`config.mk`:
```
export PLATFORM = sky130hd
export DESIGN_NAME = beacon_sweep_tracker_unit
export DESIGN_NICKNAME = d
export VERILOG_FILES = /design/src/hw/rtl/bst_pkg.sv /design/src/hw/rtl/bst_cfg.sv /design/src/hw/rtl/bst_track.sv /design/src/hw/rtl/beacon_sweep_tracker_unit.sv
export SDC_FILE = /design/constraint.sdc
export NUM_CORES = 1
export LEC_CHECK = 0
export BUFFER_PORTS_ARGS = -buffer_cell sky130_fd_sc_hd__clkbuf_2
export CORE_MARGIN = 5
export CORE_UTILIZATION = 33
export DETAILED_ROUTE_END_ITERATION = 8
export GPL_ROUTABILITY_DRIVEN = 0
export PLACE_DENSITY = 0.55
export SLEW_MARGIN = 30
export SYNTH_ARGS = -nofsm -noshare
export SYNTH_HDL_FRONTEND = slang
export SYNTH_HIERARCHICAL = 1
export SYNTH_SLANG_ARGS = --single-unit
```
`constraint.sdc`:
```
create_clock -name clk -period 13.3 [get_ports clk]
set_clock_uncertainty 0.15 [all_clocks]
set_input_delay 2.66 -clock clk [delete_from_list [all_inputs] [get_ports clk]]
set_output_delay 2.66 -clock clk [all_outputs]
set_load 0.02 [all_outputs]
```
`src/hw/rtl/bst_pkg.sv`:
```
// shared types and constants for the beacon sweep tracker
`timescale 1ns / 1ps

package bst_pkg;

	localparam int unsigned XW     = 10;
	localparam int unsigned AW     = 8;
	localparam int unsigned CFG_IW = 3;
	localparam int unsigned CFG_DW = 10;

	typedef enum logic [CFG_IW-1:0] {
		REG_INVALID_LIMIT = 3'd0,
		REG_ANGLE_MIN     = 3'd1,
		REG_ANGLE_MAX     = 3'd2,
		REG_SWEEP_STEP    = 3'd3,
		REG_CENTER_X      = 3'd4,
		REG_CENTER_BAND   = 3'd5
	} reg_idx_t;

	typedef struct packed {
		logic [XW-1:0] invalid_limit;
		logic [AW-1:0] angle_min;
		logic [AW-1:0] angle_max;
		logic [AW-1:0] sweep_step;
		logic [XW-1:0] center_x;
		logic [XW-1:0] center_band;
	} cfg_t;

	typedef struct packed {
		logic [AW-1:0] angle;
		logic          seen;
		logic          centered;
		logic          up;
	} track_res_t;

endpackage

```
`src/hw/rtl/bst_cfg.sv`:
```
// configuration register bank
`timescale 1ns / 1ps

module bst_cfg
	import bst_pkg::*;
(
	input  logic              clk,
	input  logic              arst_n,
	input  logic              wr_en,
	input  logic [CFG_IW-1:0] wr_index,
	input  logic [CFG_DW-1:0] wr_data,
	output cfg_t              cfg
);

	cfg_t cfg_q;

	always_ff @(posedge clk or negedge arst_n) begin
		if (!arst_n) begin
			cfg_q.invalid_limit <= XW'(1023);
			cfg_q.angle_min     <= AW'(0);
			cfg_q.angle_max     <= AW'(180);
			cfg_q.sweep_step    <= AW'(5);
			cfg_q.center_x      <= XW'(512);
			cfg_q.center_band   <= XW'(50);
		end else if (wr_en) begin
			unique case (reg_idx_t'(wr_index))
				REG_INVALID_LIMIT: cfg_q.invalid_limit <= wr_data[XW-1:0];
				REG_ANGLE_MIN:     cfg_q.angle_min     <= wr_data[AW-1:0];
				REG_ANGLE_MAX:     cfg_q.angle_max     <= wr_data[AW-1:0];
				REG_SWEEP_STEP:    cfg_q.sweep_step    <= wr_data[AW-1:0];
				REG_CENTER_X:      cfg_q.center_x      <= wr_data[XW-1:0];
				REG_CENTER_BAND:   cfg_q.center_band   <= wr_data[XW-1:0];
				default: begin
				end
			endcase
		end
	end

	assign cfg = cfg_q;

endmodule

```
`src/hw/rtl/bst_track.sv`:
```
// next angle, direction and flags for one report
`timescale 1ns / 1ps

module bst_track
	import bst_pkg::*;
(
	input  cfg_t          cfg,
	input  logic [AW-1:0] angle,
	input  logic          dir_up,
	input  logic [XW-1:0] blob_x,
	output track_res_t    res
);

	logic          lost;
	logic [AW:0]   step9;
	logic [AW:0]   lo9;
	logic [AW:0]   hi9;
	logic          up_go;
	logic [AW:0]   a1;
	logic          dn_go;
	logic [AW:0]   a2;
	logic          centered;
	logic          right;
	logic [XW-1:0] diff;
	logic [7:0]    quarter;
	logic [15:0]   prod;
	logic [AW:0]   inc9;
	logic [AW:0]   a_trk;

	always_comb begin
		lost  = (blob_x >= cfg.invalid_limit) || (blob_x == '0);
		step9 = {1'b0, cfg.sweep_step};
		lo9   = {1'b0, cfg.angle_min};
		hi9   = {1'b0, cfg.angle_max};

		// sweep: upward test, then downward test on the updated values
		up_go = dir_up && (({1'b0, angle} + step9) < hi9);
		a1    = up_go ? ({1'b0, angle} + step9) : {1'b0, angle};
		dn_go = !up_go && (a1 > (lo9 + step9));
		a2    = dn_go ? (a1 - step9) : a1;

		// band test and tracking move
		centered = (({1'b0, blob_x} + {1'b0, cfg.center_band}) > {1'b0, cfg.center_x})
			&& ({1'b0, blob_x} < ({1'b0, cfg.center_x} + {1'b0, cfg.center_band}));
		right = blob_x > cfg.center_x;
		diff  = right ? (blob_x - cfg.center_x) : (cfg.center_x - blob_x);
		// divide by 20: quarter, then divide by 5 through 205/1024
		quarter = diff[XW-1:2];
		prod    = 16'(quarter) * 16'd205;
		inc9    = (AW+1)'(prod[15:10]);
		if (centered) begin
			a_trk = {1'b0, angle};
		end else if (right) begin
			a_trk = ({1'b0, angle} > (lo9 + inc9)) ? ({1'b0, angle} - inc9) : {1'b0, angle};
		end else begin
			a_trk = (({1'b0, angle} + inc9) < hi9) ? ({1'b0, angle} + inc9) : {1'b0, angle};
		end

		if (lost) begin
			res.angle    = a2[AW-1:0];
			res.seen     = 1'b0;
			res.centered = 1'b0;
			res.up       = !dn_go;
		end else begin
			res.angle    = a_trk[AW-1:0];
			res.seen     = 1'b1;
			res.centered = centered;
			res.up       = dir_up;
		end
	end

endmodule

```
`src/hw/rtl/beacon_sweep_tracker_unit.sv`:
```
// top level of the beacon sweep tracker
//
// channel  direction  handshake          payload
// s_       in         s_tvalid/s_tready  tuser camera, tdata blob_x
// m_       out        m_tvalid/m_tready  tuser camera_out, tdata angle and flags
// cfg_     in         cfg_valid/cfg_ready cfg_index, cfg_data
//
// one request per cycle while not stalled; input register, then result register
// the per-camera angle register is read and rewritten in the same cycle
// reset: angles 0, all directions up, registers at their defaults
// a stalled result holds its register; the input stage keeps one more request
`timescale 1ns / 1ps

module beacon_sweep_tracker_unit
	import bst_pkg::*;
#(
	parameter int NUM_CAMERAS = 2
) (
	input  logic              clk,
	input  logic              arst_n,
	input  logic              s_tvalid,
	output logic              s_tready,
	input  logic [15:0]       s_tdata,   // blob_x[9:0], zero fill
	input  logic [0:0]        s_tuser,   // camera
	output logic              m_tvalid,
	input  logic              m_tready,
	output logic [15:0]       m_tdata,   // servo_angle[7:0], beacon_seen, beacon_centered,
	                                     // sweeping_up, zero fill
	output logic [0:0]        m_tuser,   // camera_out
	input  logic              cfg_valid,
	output logic              cfg_ready,
	input  logic [CFG_IW-1:0] cfg_index,
	input  logic [CFG_DW-1:0] cfg_data
);

	localparam int IDX_W = (NUM_CAMERAS > 1) ? $clog2(NUM_CAMERAS) : 1;

	cfg_t          cfg;
	logic          valid_s1;
	logic          cam_s1;
	logic [XW-1:0] x_s1;
	logic          valid_s2;
	logic          cam_s2;
	track_res_t    res_s2;
	logic [AW-1:0] angle_q [NUM_CAMERAS];
	logic [NUM_CAMERAS-1:0] dir_q;

	logic             move_s1;
	logic             in_range;
	logic [IDX_W-1:0] idx;
	logic [AW-1:0]    cur_angle;
	logic             cur_up;
	track_res_t       trk;

	assign cfg_ready = 1'b1;

	bst_cfg u_cfg (
		.clk      (clk),
		.arst_n   (arst_n),
		.wr_en    (cfg_valid),
		.wr_index (cfg_index),
		.wr_data  (cfg_data),
		.cfg      (cfg)
	);

	assign move_s1  = valid_s1 && (!valid_s2 || m_tready);
	assign s_tready = !valid_s1 || move_s1;
	assign in_range = 32'(cam_s1) < 32'(NUM_CAMERAS);
	assign idx      = IDX_W'(cam_s1);

	always_comb begin
		cur_angle = '0;
		cur_up    = 1'b0;
		if (in_range) begin
			cur_angle = angle_q[idx];
			cur_up    = dir_q[idx];
		end
	end

	bst_track u_track (
		.cfg    (cfg),
		.angle  (cur_angle),
		.dir_up (cur_up),
		.blob_x (x_s1),
		.res    (trk)
	);

	always_ff @(posedge clk or negedge arst_n) begin
		if (!arst_n) begin
			valid_s1 <= 1'b0;
		end else if (s_tready) begin
			valid_s1 <= s_tvalid;
		end
	end

	always_ff @(posedge clk) begin
		if (s_tready && s_tvalid) begin
			cam_s1 <= s_tuser[0];
			x_s1   <= s_tdata[XW-1:0];
		end
	end

	always_ff @(posedge clk or negedge arst_n) begin
		if (!arst_n) begin
			valid_s2 <= 1'b0;
		end else if (move_s1) begin
			valid_s2 <= 1'b1;
		end else if (m_tready) begin
			valid_s2 <= 1'b0;
		end
	end

	always_ff @(posedge clk) begin
		if (move_s1) begin
			cam_s2 <= cam_s1;
			res_s2 <= in_range ? trk : '0;
		end
	end

	always_ff @(posedge clk or negedge arst_n) begin
		if (!arst_n) begin
			for (int i = 0; i < NUM_CAMERAS; i++) begin
				angle_q[i] <= '0;
			end
			dir_q <= '1;
		end else if (move_s1 && in_range) begin
			angle_q[idx] <= trk.angle;
			dir_q[idx]   <= trk.up;
		end
	end

	assign m_tvalid = valid_s2;
	assign m_tuser  = cam_s2;
	assign m_tdata  = {5'b0, res_s2.up, res_s2.centered, res_s2.seen, res_s2.angle};

	a_no_overwrite: assert property (@(posedge clk) disable iff (!arst_n)
		(valid_s2 && !m_tready) |-> !move_s1)
		else $error("result register overwritten while stalled");

	a_centered_seen: assert property (@(posedge clk) disable iff (!arst_n)
		valid_s2 |-> !(res_s2.centered && !res_s2.seen))
		else $error("centered flag without a seen beacon");

	a_drain: assert property (@(posedge clk) disable iff (!arst_n)
		(valid_s2 && m_tready && !move_s1) |=> !valid_s2)
		else $error("result repeated after it was taken");

endmodule

```
# ---- Yosys cells after proc, flatten, opt, wreduce, memory -nomap -nowiden
# Index checks and enable logic that the tools add are counted.
dict set report totals {
  elab_cells 91
  ff_bits 97
}
dict set report op_classes {
  magnitude_cmp 12
  add_sub_neg 10
  n_eq_ne 5
  bitwise_logic 1
  n_mul 1
  mux 21
  reduce_logical 23
}
# op count
set ops {}
lappend ops {{$mux 8} 9}
lappend ops {{$add 10x10->11} 2}
lappend ops {{$sub 10x10->10} 2}
lappend ops {{$add 8x6->9} 2}
lappend ops {{$add 8x8->9} 2}
lappend ops {{$lt 9x8->1} 2}
lappend ops {{$bwmux 16} 1}
lappend ops {{$mul 8x8->16 const B} 1}
lappend ops {{$reduce_and 2->1} 6}
lappend ops {{$gt 11x10->1} 1}
lappend ops {{$lt 10x11->1} 1}
lappend ops {{$mux 11} 1}
lappend ops {{$ge 10x10->1} 1}
lappend ops {{$gt 10x10->1} 1}
lappend ops {{$logic_not 10->1} 1}
lappend ops {{$mux 10} 1}
lappend ops {{$gt 8x9->1} 1}
lappend ops {{$gt 9x9->1} 1}
lappend ops {{$mux 9} 1}
lappend ops {{$demux 8 s1} 1}
lappend ops {{$sub 8x6->8} 1}
lappend ops {{$sub 8x8->8} 1}
lappend ops {{$logic_and 1x1->1} 7}
lappend ops {{$eq 3x2->1 const B} 2}
lappend ops {{other kinds (14)} 24}

# ---- Depth between registers and ports, before layout
# Gate-level depths: netlist of the first run.
dict set report depth {
  depth_word 13
  ltp_mapped 45
  ltp_nobuf 44
}

# ---- Cells and area by module
# Netlist of the first run, hierarchy kept.
# module area_each_um2 instances seq_area_each_um2 cells_each
set by_module_without_submodules {}
lappend by_module_without_submodules {bst_track 6187.2 1 0.0 778}
lappend by_module_without_submodules {bst_cfg 2144.6 1 1376.3 119}
lappend by_module_without_submodules {beacon_sweep_tracker_unit 1686.6 1 1193.6 89}

# ---- Worst setup path after synthesis of the first run
# OpenSTA, ideal clock, no wires.
dict set report synth_path {
  path_kind {flip-flop to flip-flop}
  start {reg u_cfg.cfg_q, in the netlist u_cfg/cfg[19]}
  end {reg angle_q[4] (netlist bit)}
  setup_ns 0.125
  arrival_time_ns 9.395
  slack_ns 3.630
  path_stages_with_launch 40
  path_buffers 1
  cell_sequence {dfstp_2 > inv_1 > ha_1 > a21oi_1 > o21ai_0 > or4_4 > nand2_2 > a211oi_1 > o311ai_0 > xor2_1 > ha_1 > inv_1 > fa_1 > inv_1 > fa_1 > inv_1 > fa_1 > inv_1 > [... 4 more ...] > or2_2 > a21oi_2 > xnor2_1 > ha_1 > a21o_1 > a21o_1 > a21oi_1 > nor4bb_1 > a311o_1 > ha_1 > a2111oi_0 > a21oi_1 > or3_1 > a2bb2o_1 > clkbuf_1 > o2bb2ai_1 > mux2_2 > mux2_2}
}
# item line
set synth_rtl {}
lappend synth_rtl {{start: declaration} bst_cfg.sv:15} ;# cfg_t cfg_q;
lappend synth_rtl {{end signal: indexed assignment} beacon_sweep_tracker_unit.sv:127} ;# angle_q[idx] <= trk.angle;
lappend synth_rtl {{end: declaration} beacon_sweep_tracker_unit.sv:45} ;# logic [AW-1:0] angle_q [NUM_CAMERAS];

==> results.cfg, run 1 <==
[synthesis]
synth_top_area_share_pct = 23.10
synth-simple-area-share_pct = 8.992
syn_area_um2 = 10020
synth_top_family_by_area = adder cells
ys_ff_latch = 97
syn_area_per_cell_um2 = 10.16
syn_inst = 986
synth_area_leader_cell = ha_1
synth-main-ff-cell = dfrtp_1
ys_seq_area_share_pct = 25.65
synth_cell_types = 80
synth-adder-area-share_pct = 26.90
synth_async_sr_flop_share_pct = 76.29
synthMuxAreaShare_pct = 12.24
synth.area.top_cells = ha_1 (23%), dfrtp_1 (13%), mux2_2 (8.1%), edfxtp_1 (6.9%), dfstp_2 (5.8%)
ys_warn_count = 6
synthXorXnorAreaFrac_pct = 5.245
synth_edf_count = 23
synth_compound_area_share_pct = 14.84

[global_routing]
grt_pass1_vias = 7353
grt_use_total_pct = 14.16
grt_max_degree = 75
antenna_found_initial = 0
grt_overflow = 0
grt_first_pass_wirelength_um = 38800

[placed_design]
port_buffers = 42
place_area_um2 = 10610
hpwl_um = 18940

[sta]
period_share_pct = 83.13
timing.final.max_slew_violations = 0
setup_violations = 0
maxSlewHeadroom_pct = 42.21
max_slew.worst_pin.slew_ns = 0.8611
grt_setup_unrepaired = no
fmax_mhz = 90.44
fin_crit_ns = 11.06
setup_tns_ns = 0
finalHoldViolations = 0

[drt]
routed_wl_um = 23260
drt_iter0_drc = 510
ant_nets = 0
via_count = 7133
first_pass_iters = 5
drc = 0
wl_per_cell_um = 16.39
wl_met3_um = 693
routed.top_layer = met4
vias_per_cell = 5.027
route.met2.wl_um = 10780
detail_route.wirelength.met1_um = 11510

[setup_path]
cp.required_ns = 13.39
critical_path.startpoint_type = flip-flop
ff2ff_path_depth = 38
worstReg2RegEnd = angle_q[4]$_DFFE_PN0P_
critPathArrivalTime_ns = 11.14
crit_path_max_fanout = 14
crit_type = reg -> reg
crit_path_frequent_cell = inv_1
max_stage_delay_ns = 0.59
r2r-start = x_s1[3]$_DFFE_PP_
reg2reg_slack_ns = 2.24
slowest_stage = o311ai_0
crit_path_end_kind = flip-flop

[finish]
fillCellCount = 3024
fin_area_um2 = 10880
drive_gt1_share_pct = 19.05
antennaDiodeCount = 0
nets = 1263
synthToLayoutAreaGrowth_pct = 8.555

[floorplan]
coreArea_um2 = 29800
ios = 55
die_w_um = 184.2
start_util_pct = 33.62
die_height_um = 184.2
die_area_um2 = 33940
rows = 63

[hold_path]
hp-start = angle_q[7]$_DFFE_PN0P_
hold_depth = 1
holdPathEnd = angle_q[7]$_DFFE_PN0P_
hold_class = reg -> reg

[clock_network]
htreeDepth = 3
holdBufCountCts = 0
cts_root_buf = clkbuf_16
cts_buffers = 9
clk_latency_ns = 0.36
cts_tree = yes
cts_resized = 0
postCtsSetupBuffers = 0
clk_path_buf_depth = 2
path_clk_slew_ns = 0.07
clkSinkCount = 97

[outcome]
status = complete, no violations

[run]
maxCapViolCount = 0
placed cells by master (no fill, tap or decap), types with 8 or more instances in the layout:
master / netlist / routed
a211oi_1: 8 / 8
a21o_1: 27 / 27
a21oi_1: 62 / 62
clkbuf_16: 0 / 9
clkbuf_2: 0 / 41
dfrtp_1: 52 / 52
dfstp_2: 22 / 22
edfxtp_1: 23 / 23
fa_1: 19 / 19
ha_1: 185 / 185
inv_1: 122 / 122
mux2_2: 72 / 72
mux2_4: 19 / 19
mux2i_1: 13 / 13
nand2_1: 32 / 32
nand4_1: 10 / 10
nor2_1: 37 / 37
nor2b_1: 11 / 11
nor3_1: 17 / 17
o211ai_1: 9 / 9
o21a_1: 15 / 15
o21ai_0: 26 / 26
o21bai_1: 17 / 17
xnor2_1: 36 / 36
xor2_1: 24 / 24
per-layer routing:
layer	up-vias	GRT usage [%]
li1	3604	-
met1	3392	20.22
met2	123	23.18
met3	14	1.460
met4	0	3.194
met5	-	0
layout make-up:
class	count	area [um^2]	share of cell area (%)
clock buffers	12	236.5	2.174
clock inverters	4	27.53	0.2531
inverters	122	457.9	4.211
multi-input cells	751	6872	63.18
flip-flops and latches	97	2570	23.63
well taps	390	488.0	4.487
repair buffers	43	224.0	2.059
cells by family after synthesis:
| kind of cell | Yosys count |
|---|---|
| AND/OR/NAND/NOR | 160 |
| XOR/XNOR | 60 |
| AO/OA/AOI/OAI | 216 |
| adder cells (fa/ha/maj) | 204 |
| other | 3 |
| buffers and inverters | 142 |
| multiplexers | 104 |
| flip-flops | 97 |
worst max-delay path by stage:
stage,to,from,slack (ns)
after floorplan,angle_q[4]$_DFFE_PN0P_,u_cfg/cfg[19]$_DFFE_PN1P_,3.63
after global placement,angle_q[0]$_DFFE_PN0P_,x_s1[3]$_DFFE_PP_,2.38
after detailed placement,angle_q[4]$_DFFE_PN0P_,x_s1[3]$_DFFE_PP_,2.39
after CTS,angle_q[4]$_DFFE_PN0P_,x_s1[3]$_DFFE_PP_,2.36
after global routing,angle_q[4]$_DFFE_PN0P_,x_s1[5]$_DFFE_PP_,1.28
final,angle_q[4]$_DFFE_PN0P_,x_s1[3]$_DFFE_PP_,2.24
critical path: cells and delay by family, from the launching register on:
family	cells	cell delay, ns
flip-flops	1	0.54
XOR/XNOR	3	0.69
adder cells (fa/ha/maj)	8	3.44
AND/OR/NAND/NOR	7	1.97
buffers and inverters	5	0.41
AO/OA/AOI/OAI	13	3.15
multiplexers	2	0.57
cell usage after synthesis, types with 4 or more instances:
| library cell | count |
|---|---|
| inv_1 | 122 |
| a21oi_1 | 62 |
| mux2i_1 | 13 |
| xnor2_1 | 36 |
| o21ai_0 | 26 |
| mux2_4 | 19 |
| nor2b_1 | 11 |
| dfstp_2 | 22 |
| buf_4 | 8 |
| o21a_1 | 15 |
| xor2_1 | 24 |
| nand2_1 | 32 |
| nand4_1 | 10 |
| dfrtp_1 | 52 |
| nand3_1 | 4 |
| edfxtp_1 | 23 |
| nand2b_1 | 6 |
| a31oi_1 | 4 |
| mux2_2 | 72 |
| or3_1 | 4 |
| o21bai_1 | 17 |
| buf_6 | 5 |
| o211ai_1 | 9 |
| nor3_1 | 17 |
| fa_1 | 19 |
| a21boi_0 | 4 |
| a211oi_1 | 8 |
| clkbuf_1 | 5 |
| or2_2 | 4 |
| ha_1 | 185 |
| nor2_1 | 37 |
| a21o_1 | 27 |
| and2_1 | 4 |
registers in the layout, summed over array words and instances, names as in the netlist:
| register | count |
|---|---|
| valid_s1 | 1 |
| m_tuser | 1 |
| m_tdata | 11 |
| cam_s1 | 1 |
| x_s1 | 10 |
| angle_q | 16 |
| u_cfg/cfg | 54 |
| dir_q | 2 |
| m_tvalid | 1 |
stage by stage:
step	setup WS, ns	hold WS [ns]	utilization (%)	instances
final	2.243	0.3501	36.50	1419
after global routing	1.275	0.3679	36.50	1419
after CTS	2.365	0.3573	36.48	1419
after detailed placement	2.387	0.3396	35.60	1403
after global placement	2.385	0.3329	35.56	1403
after floorplan	3.630	0.3231	-	990
Power of run 1 is left out: the tool's default activity adds up to more than one toggle a clock period on the data nets, which glitch-free logic cannot reach.
==> inputs of run 2 (changes only) <==
--- a/config.mk
+++ b/config.mk
@@ -5,6 +5,7 @@
 export SDC_FILE = /design/constraint.sdc
 export NUM_CORES = 1
 export LEC_CHECK = 0
+export ABC_AREA = 1
 export BUFFER_PORTS_ARGS = -buffer_cell sky130_fd_sc_hd__clkbuf_2
 export CORE_MARGIN = 5
 export CORE_UTILIZATION = 33
==> constraint.sdc (replaced) <==
create_clock -name clk -period 11.1 [get_ports clk]
set_clock_uncertainty 0.15 [all_clocks]
set_input_delay 2.22 -clock clk [delete_from_list [all_inputs] [get_ports clk]]
set_output_delay 2.22 -clock clk [all_outputs]
set_load 0.02 [all_outputs]
==> run 2 against run 1 <==
  * Synthesized area up 7.2%
  * Register-to-register slack worse by 0.21 ns
  * Core utilization down 0.51 points
  * Hold slack worse by 0.034 ns
  * Routed wire length up 17%
  * Final cell count up 35%
  * Sequential share of layout area down 1.6 points
  * Via count up 29%
  * Global-route usage up 1.2 points
  * Clock-buffer cell count down 1
  * Critical path type unchanged
  * Critical endpoint is now angle_q[0]$_DFFE_PN0P_
  * Largest cell class unchanged
==> results.cfg, run 2 <==
[finish]
drive_gt1_share_pct = 8.993
largest_register_ffs = 54
final_cell_mix = nand2_1 (432), inv_1 (198), ha_1 (185)
antennaDiodeCount = 0
nets = 1713
final_common_cell = nand2_1
synthToLayoutAreaGrowth_pct = 8.494

[setup_path]
crit_path_end_kind = flip-flop
worstReg2RegEnd = angle_q[0]$_DFFE_PN0P_
max_stage_delay_ns = 0.54
cp.depth = 45
crit_path_max_fanout = 19
cp.required_ns = 11.24
cp_num_buf_inv = 7
critPathArrivalTime_ns = 9.21
critical_path.startpoint_type = flip-flop
crit_type = reg -> reg
r2r-start = x_s1[5]$_DFFE_PP_
crit_path_frequent_cell = nand2_1
slowest_stage = edfxtp_1
cp_top_family = adder cells
reg2reg_slack_ns = 2.03
ff2ff_path_depth = 45

[synthesis]
synth_cell_types = 55
synth_area_leader_cell = ha_1
ys_top_cells_by_count = nand2_1 (432), inv_1 (198), ha_1 (185)
synth_async_sr_flop_share_pct = 76.29
ys_seq_area_share_pct = 23.93
syn_area_per_cell_um2 = 7.452
synth.area.top_cells = ha_1 (22%), nand2_1 (15%), dfrtp_1 (12%), inv_1 (6.9%), edfxtp_1 (6.4%)
ys_ff_latch = 97
syn_inst = 1441
synth_top_area_share_pct = 21.56
synth-main-ff-cell = dfrtp_1
syn_area_um2 = 10740
post-synth-top-count-cell = nand2_1
ys_warn_count = 6
synth_edf_count = 23

[outcome]
status = complete, no violations

[sta]
setup_violations = 0
grt_setup_unrepaired = no
finalHoldViolations = 0
period_share_pct = 81.71
max_slew.worst_pin.slew_ns = 0.8665
timing.final.max_slew_violations = 0
setup_ws_ns = 2.030
setup_tns_ns = 0
maxSlewHeadroom_pct = 42.23
fmax_mhz = 110.3
fin_crit_ns = 9.070
hold_slack_ns = 0.3156

[clock_network]
htreeDepth = 3
cts_buffers = 9
cts_tree = yes
holdBufCountCts = 0
clk_path_buf_depth = 2
cts_root_buf = clkbuf_16
postCtsSetupBuffers = 0
clk_latency_ns = 0.36
cts_resized = 0
clkSinkCount = 97
path_clk_slew_ns = 0.07

[floorplan]
ios = 55
die_w_um = 190.4
start_util_pct = 33.17
coreArea_um2 = 32370
die_height_um = 190.4
die_area_um2 = 36250
rows = 66

[drt]
first_pass_iters = 5
vias_per_cell = 4.791
routed_wl_um = 27150
via_count = 9203
ant_nets = 0
drc = 0
drt_iter0_drc = 564
wl_per_cell_um = 14.13

[global_routing]
antenna_found_initial = 0
grt_overflow = 0
grt_use_total_pct = 15.36
grt_first_pass_wirelength_um = 45640
grt_max_degree = 75
grt_pass1_vias = 9215

[placed_design]
pre_cts_ws_ns = 2.055
port_buffers = 42
hpwl_um = 21900

[hold_path]
hold_depth = 2
holdPathEnd = u_cfg/cfg[50]$_DFFE_PN1P_
hp-start = u_cfg/cfg[50]$_DFFE_PN1P_
hold_class = reg -> reg

[run]
maxCapViolCount = 0
==> run 2: cell types whose count changed in the layout (fill, tap and decap cells not counted), moves of 19 or more <==
| cell | previous run | this run |
|---|---|---|
| nand2_1 | 32 | 432 |
| mux2_2 | 72 | 0 |
| nand4_1 | 10 | 35 |
| a21o_1 | 27 | 6 |
| inv_1 | 122 | 198 |
| mux2_4 | 19 | 0 |
| a21oi_1 | 62 | 87 |
| nand3_1 | 4 | 111 |
==> run 2: cells by family (layout without fill, tap and decap cells) <==
| family | Yosys count | in the layout | share of synthesized area, % |
|---|---|---|---|
| flip-flops | 97 | 97 | 23.93 |
| adder cells (fa/ha/maj) | 204 | 204 | 25.10 |
| AO/OA/AOI/OAI | 173 | 173 | 9.264 |
| AND/OR/NAND/NOR | 672 | 672 | 27.53 |
| other | 3 | 7 | 0.1049 |
| XOR/XNOR | 60 | 60 | 4.964 |
| buffers and inverters | 231 | 265 | 9.007 |
| multiplexers | 1 | 1 | 0.09322 |
==> run 2: per-layer routing <==
metal	GRT usage, %	share of wire (%)	up-vias
met5	0	0	-
met4	4.199	2.5	0
met3	2.197	3.1	47
met2	26.34	47	156
met1	20.27	48	4209
li1	-	-	4791
==> run 2: final cells by class <==
class | instances | area [um^2]
timing repair buffer | 46 | 246.5
sequential | 97 | 2570
multi-input combinational | 1117 | 7222
tap | 442 | 553.0
clock inverter | 5 | 63.81
fill | 3497 | 20720
clock buffer | 11 | 232.7
inverter | 203 | 762.0
==> run 2: per-stage QoR <==
step	std cells	utilization [%]	instance area, um^2
after detailed placement	1905	35.07	11350
after global routing	1921	35.99	11650
after CTS	1921	35.99	11650
after global placement	1905	35.05	11350
after floorplan	1445	-	10750
final	1921	35.99	11650
==> run 2: worst reg2reg max path: cells and delay by family, from the launching register on <==
kind / cells / cell delay (ns)
compound gates: 7 / 1.50
xor+xnor: 3 / 0.69
fa+ha+maj: 9 / 3.58
simple gates: 19 / 2.00
buf+inv: 7 / 0.54
flops: 1 / 0.54
==> run 2: worst max path at each step <==
stage	end	start
after floorplan	m_tdata[4]$_DFFE_PP_	u_cfg/cfg[19]$_DFFE_PN1P_
after global placement	angle_q[12]$_DFFE_PN0P_	x_s1[5]$_DFFE_PP_
after detailed placement	angle_q[0]$_DFFE_PN0P_	x_s1[5]$_DFFE_PP_
after CTS	angle_q[0]$_DFFE_PN0P_	x_s1[5]$_DFFE_PP_
after global routing	angle_q[0]$_DFFE_PN0P_	x_s1[5]$_DFFE_PP_
final	angle_q[0]$_DFFE_PN0P_	x_s1[5]$_DFFE_PP_
Power of run 2 is left out for the same reason.
==> inputs of run 3 (changes only) <==
--- a/config.mk
+++ b/config.mk
@@ -5,7 +5,7 @@
 export SDC_FILE = /design/constraint.sdc
 export NUM_CORES = 1
 export LEC_CHECK = 0
-export ABC_AREA = 1
+export ABC_AREA = 0
 export BUFFER_PORTS_ARGS = -buffer_cell sky130_fd_sc_hd__clkbuf_2
 export CORE_MARGIN = 5
 export CORE_UTILIZATION = 33
==> constraint.sdc (replaced) <==
create_clock -name clk -period 9.2 [get_ports clk]
set_clock_uncertainty 0.15 [all_clocks]
set_input_delay 1.84 -clock clk [delete_from_list [all_inputs] [get_ports clk]]
set_output_delay 1.84 -clock clk [all_outputs]
set_load 0.02 [all_outputs]
==> run 3 against run 2 <==
  * The flow now finishes with violations (negative setup slack)
  * Maximum frequency shrank 2.1%
  * Sequential share of layout area shrank 1.8 points
  * Die area shrank 6.4%
  * Clock-buffer cell count shrank 2
  * Design area grew 8.6%
  * Hold slack gained 0.040 ns
  * First-iteration DRC count shrank 45%
==> results.cfg, run 3 (synthesis results as in run 1) <==
[outcome]
status = finished with violations
failed_checks = negative setup slack

[clock_network]
holdBufCountCts = 0
clkSinkCount = 97
htreeDepth = 3
clk_path_buf_depth = 2
clk_latency_ns = 0.36
cts_tree = yes
cts_root_buf = clkbuf_16
path_clk_slew_ns = 0.08
cts_buffers = 9

[global_routing]
grt_use_total_pct = 15.22
grt_first_pass_wirelength_um = 41390
grt_max_degree = 59
antenna_found_initial = 0
grt_pass1_vias = 7889
grt_overflow = 0

[drt]
ant_nets = 0
first_pass_iters = 5
vias_per_cell = 4.893
via_count = 7643
wl_per_cell_um = 16.58
drc = 0
routed_wl_um = 25890
drt_iter0_drc = 309

[setup_path]
r2r-start = u_cfg/cfg[19]$_DFFE_PN1P_
worstReg2RegEnd = angle_q[7]$_DFFE_PN0P_
crit_type = reg -> reg
reg2reg_slack_ns = -0.07
critPathArrivalTime_ns = 9.37
critical_path.startpoint_type = flip-flop
crit_path_end_kind = flip-flop
crit_path_max_fanout = 4
max_stage_delay_ns = 0.56
cp.required_ns = 9.30
slowest_stage = dfstp_2
ff2ff_path_depth = 41

[finish]
synthToLayoutAreaGrowth_pct = 26.33
drive_gt1_share_pct = 35.84
antennaDiodeCount = 0
nets = 1406
final_cell_mix = ha_1 (166), buf_4 (137), inv_1 (116)
largest_register_ffs = 54
final_common_cell = ha_1
final_cells = 1562

[placed_design]
hpwl_um = 20680
placedCellCount = 1526
port_buffers = 42

[sta]
period_share_pct = 100.7
finalHoldViolations = 0
fmax_mhz = 107.9
setup_ws_ns = -0.06691
max_slew.worst_pin.slew_ns = 0.9676
setup_tns_ns = -0.2941
setup_violations = 8
fin_crit_ns = 9.267
maxSlewHeadroom_pct = 35.06
timing.final.max_slew_violations = 0
grt_setup_unrepaired = yes

[hold_path]
hp-start = angle_q[1]$_DFFE_PN0P_
hold_depth = 1
hold_class = reg -> reg
holdPathEnd = angle_q[1]$_DFFE_PN0P_

[floorplan]
ios = 55
die_w_um = 184.2
coreArea_um2 = 29800
start_util_pct = 33.62
rows = 63
die_height_um = 184.2
die_area_um2 = 33940

[run]
maxCapViolCount = 0
run 3: cell types whose count changed in the layout (fill, tap and decap cells not counted), moves of 36 or more:
cell,before,now
nand3_1,111,4
buf_4,4,137
inv_1,198,116
mux2_2,0,66
a21oi_1,87,51
nand2_1,432,31
run 3: worst max path at each step:
stage	to	slack, ns	start
5_1_grt	angle_q[7]$_DFFE_PN0P_	-0.43	u_cfg/cfg[19]$_DFFE_PN1P_
2_1_floorplan	angle_q[4]$_DFFE_PN0P_	0.04	x_s1[3]$_DFFE_PP_
3_5_place_dp	angle_q[4]$_DFFE_PN0P_	-0.51	u_cfg/cfg[19]$_DFFE_PN1P_
6_report	angle_q[7]$_DFFE_PN0P_	-0.07	u_cfg/cfg[19]$_DFFE_PN1P_
3_3_place_gp	angle_q[4]$_DFFE_PN0P_	-0.40	u_cfg/cfg[19]$_DFFE_PN1P_
4_1_cts	angle_q[2]$_DFFE_PN0P_	0.01	u_cfg/cfg[19]$_DFFE_PN1P_
run 3: timing repair:
| item | in CTS | in global routing |
|---|---|---|
| pin swaps | 28 | 41 |
| gates cloned | 0 | 0 |
| resized for setup | 43 | 70 |
| setup buffers | 14 | 9 |
| endpoints found under the setup margin | 24 | 24 |
run 3: per-stage QoR:
step	hold WS, ns	worst slack [ns]	util [%]	instance area [um^2]
finish	0.3552	-0.06691	42.48	12660
global route	0.3670	-0.4281	42.48	12660
CTS	0.3609	0.01124	41.08	12240
detailed placement	0.3397	-0.5093	38.99	11620
global placement	0.3335	-0.3961	38.94	11600
floorplan	0.3231	0.03610	-	10120
run 3: layout make-up:
cell class                      count  area [um^2]
Timing Repair Buffer              186         1324
Tap cell                          390        488.0
Sequential cell                    97         2570
Inverter                          122        460.4
Clock buffer                        9        225.2
Clock inverter                      7        98.84
Multi-Input combinational cell    751         7490
Fill cell                        2898        17140
run 3: routing by layer:
layer	share of wire, %	wire (um)	GRT usage [%]
met1	49	12590	20.93
met2	48	12470	26.04
met3	2.0	518	1.441
met4	1.2	318	3.372
met5	0	0	0
run 3: worst max-delay path, delay by kind of cell, from the launching register on:
family | cells | cell delay [ns]
AO/OA/AOI/OAI | 17 | 2.88
XOR/XNOR | 3 | 0.47
adder cells (fa/ha/maj) | 8 | 2.91
buffers and inverters | 6 | 0.37
flip-flops | 1 | 0.56
multiplexers | 2 | 0.42
AND/OR/NAND/NOR | 5 | 1.41
Power of run 3 is left out for the same reason.
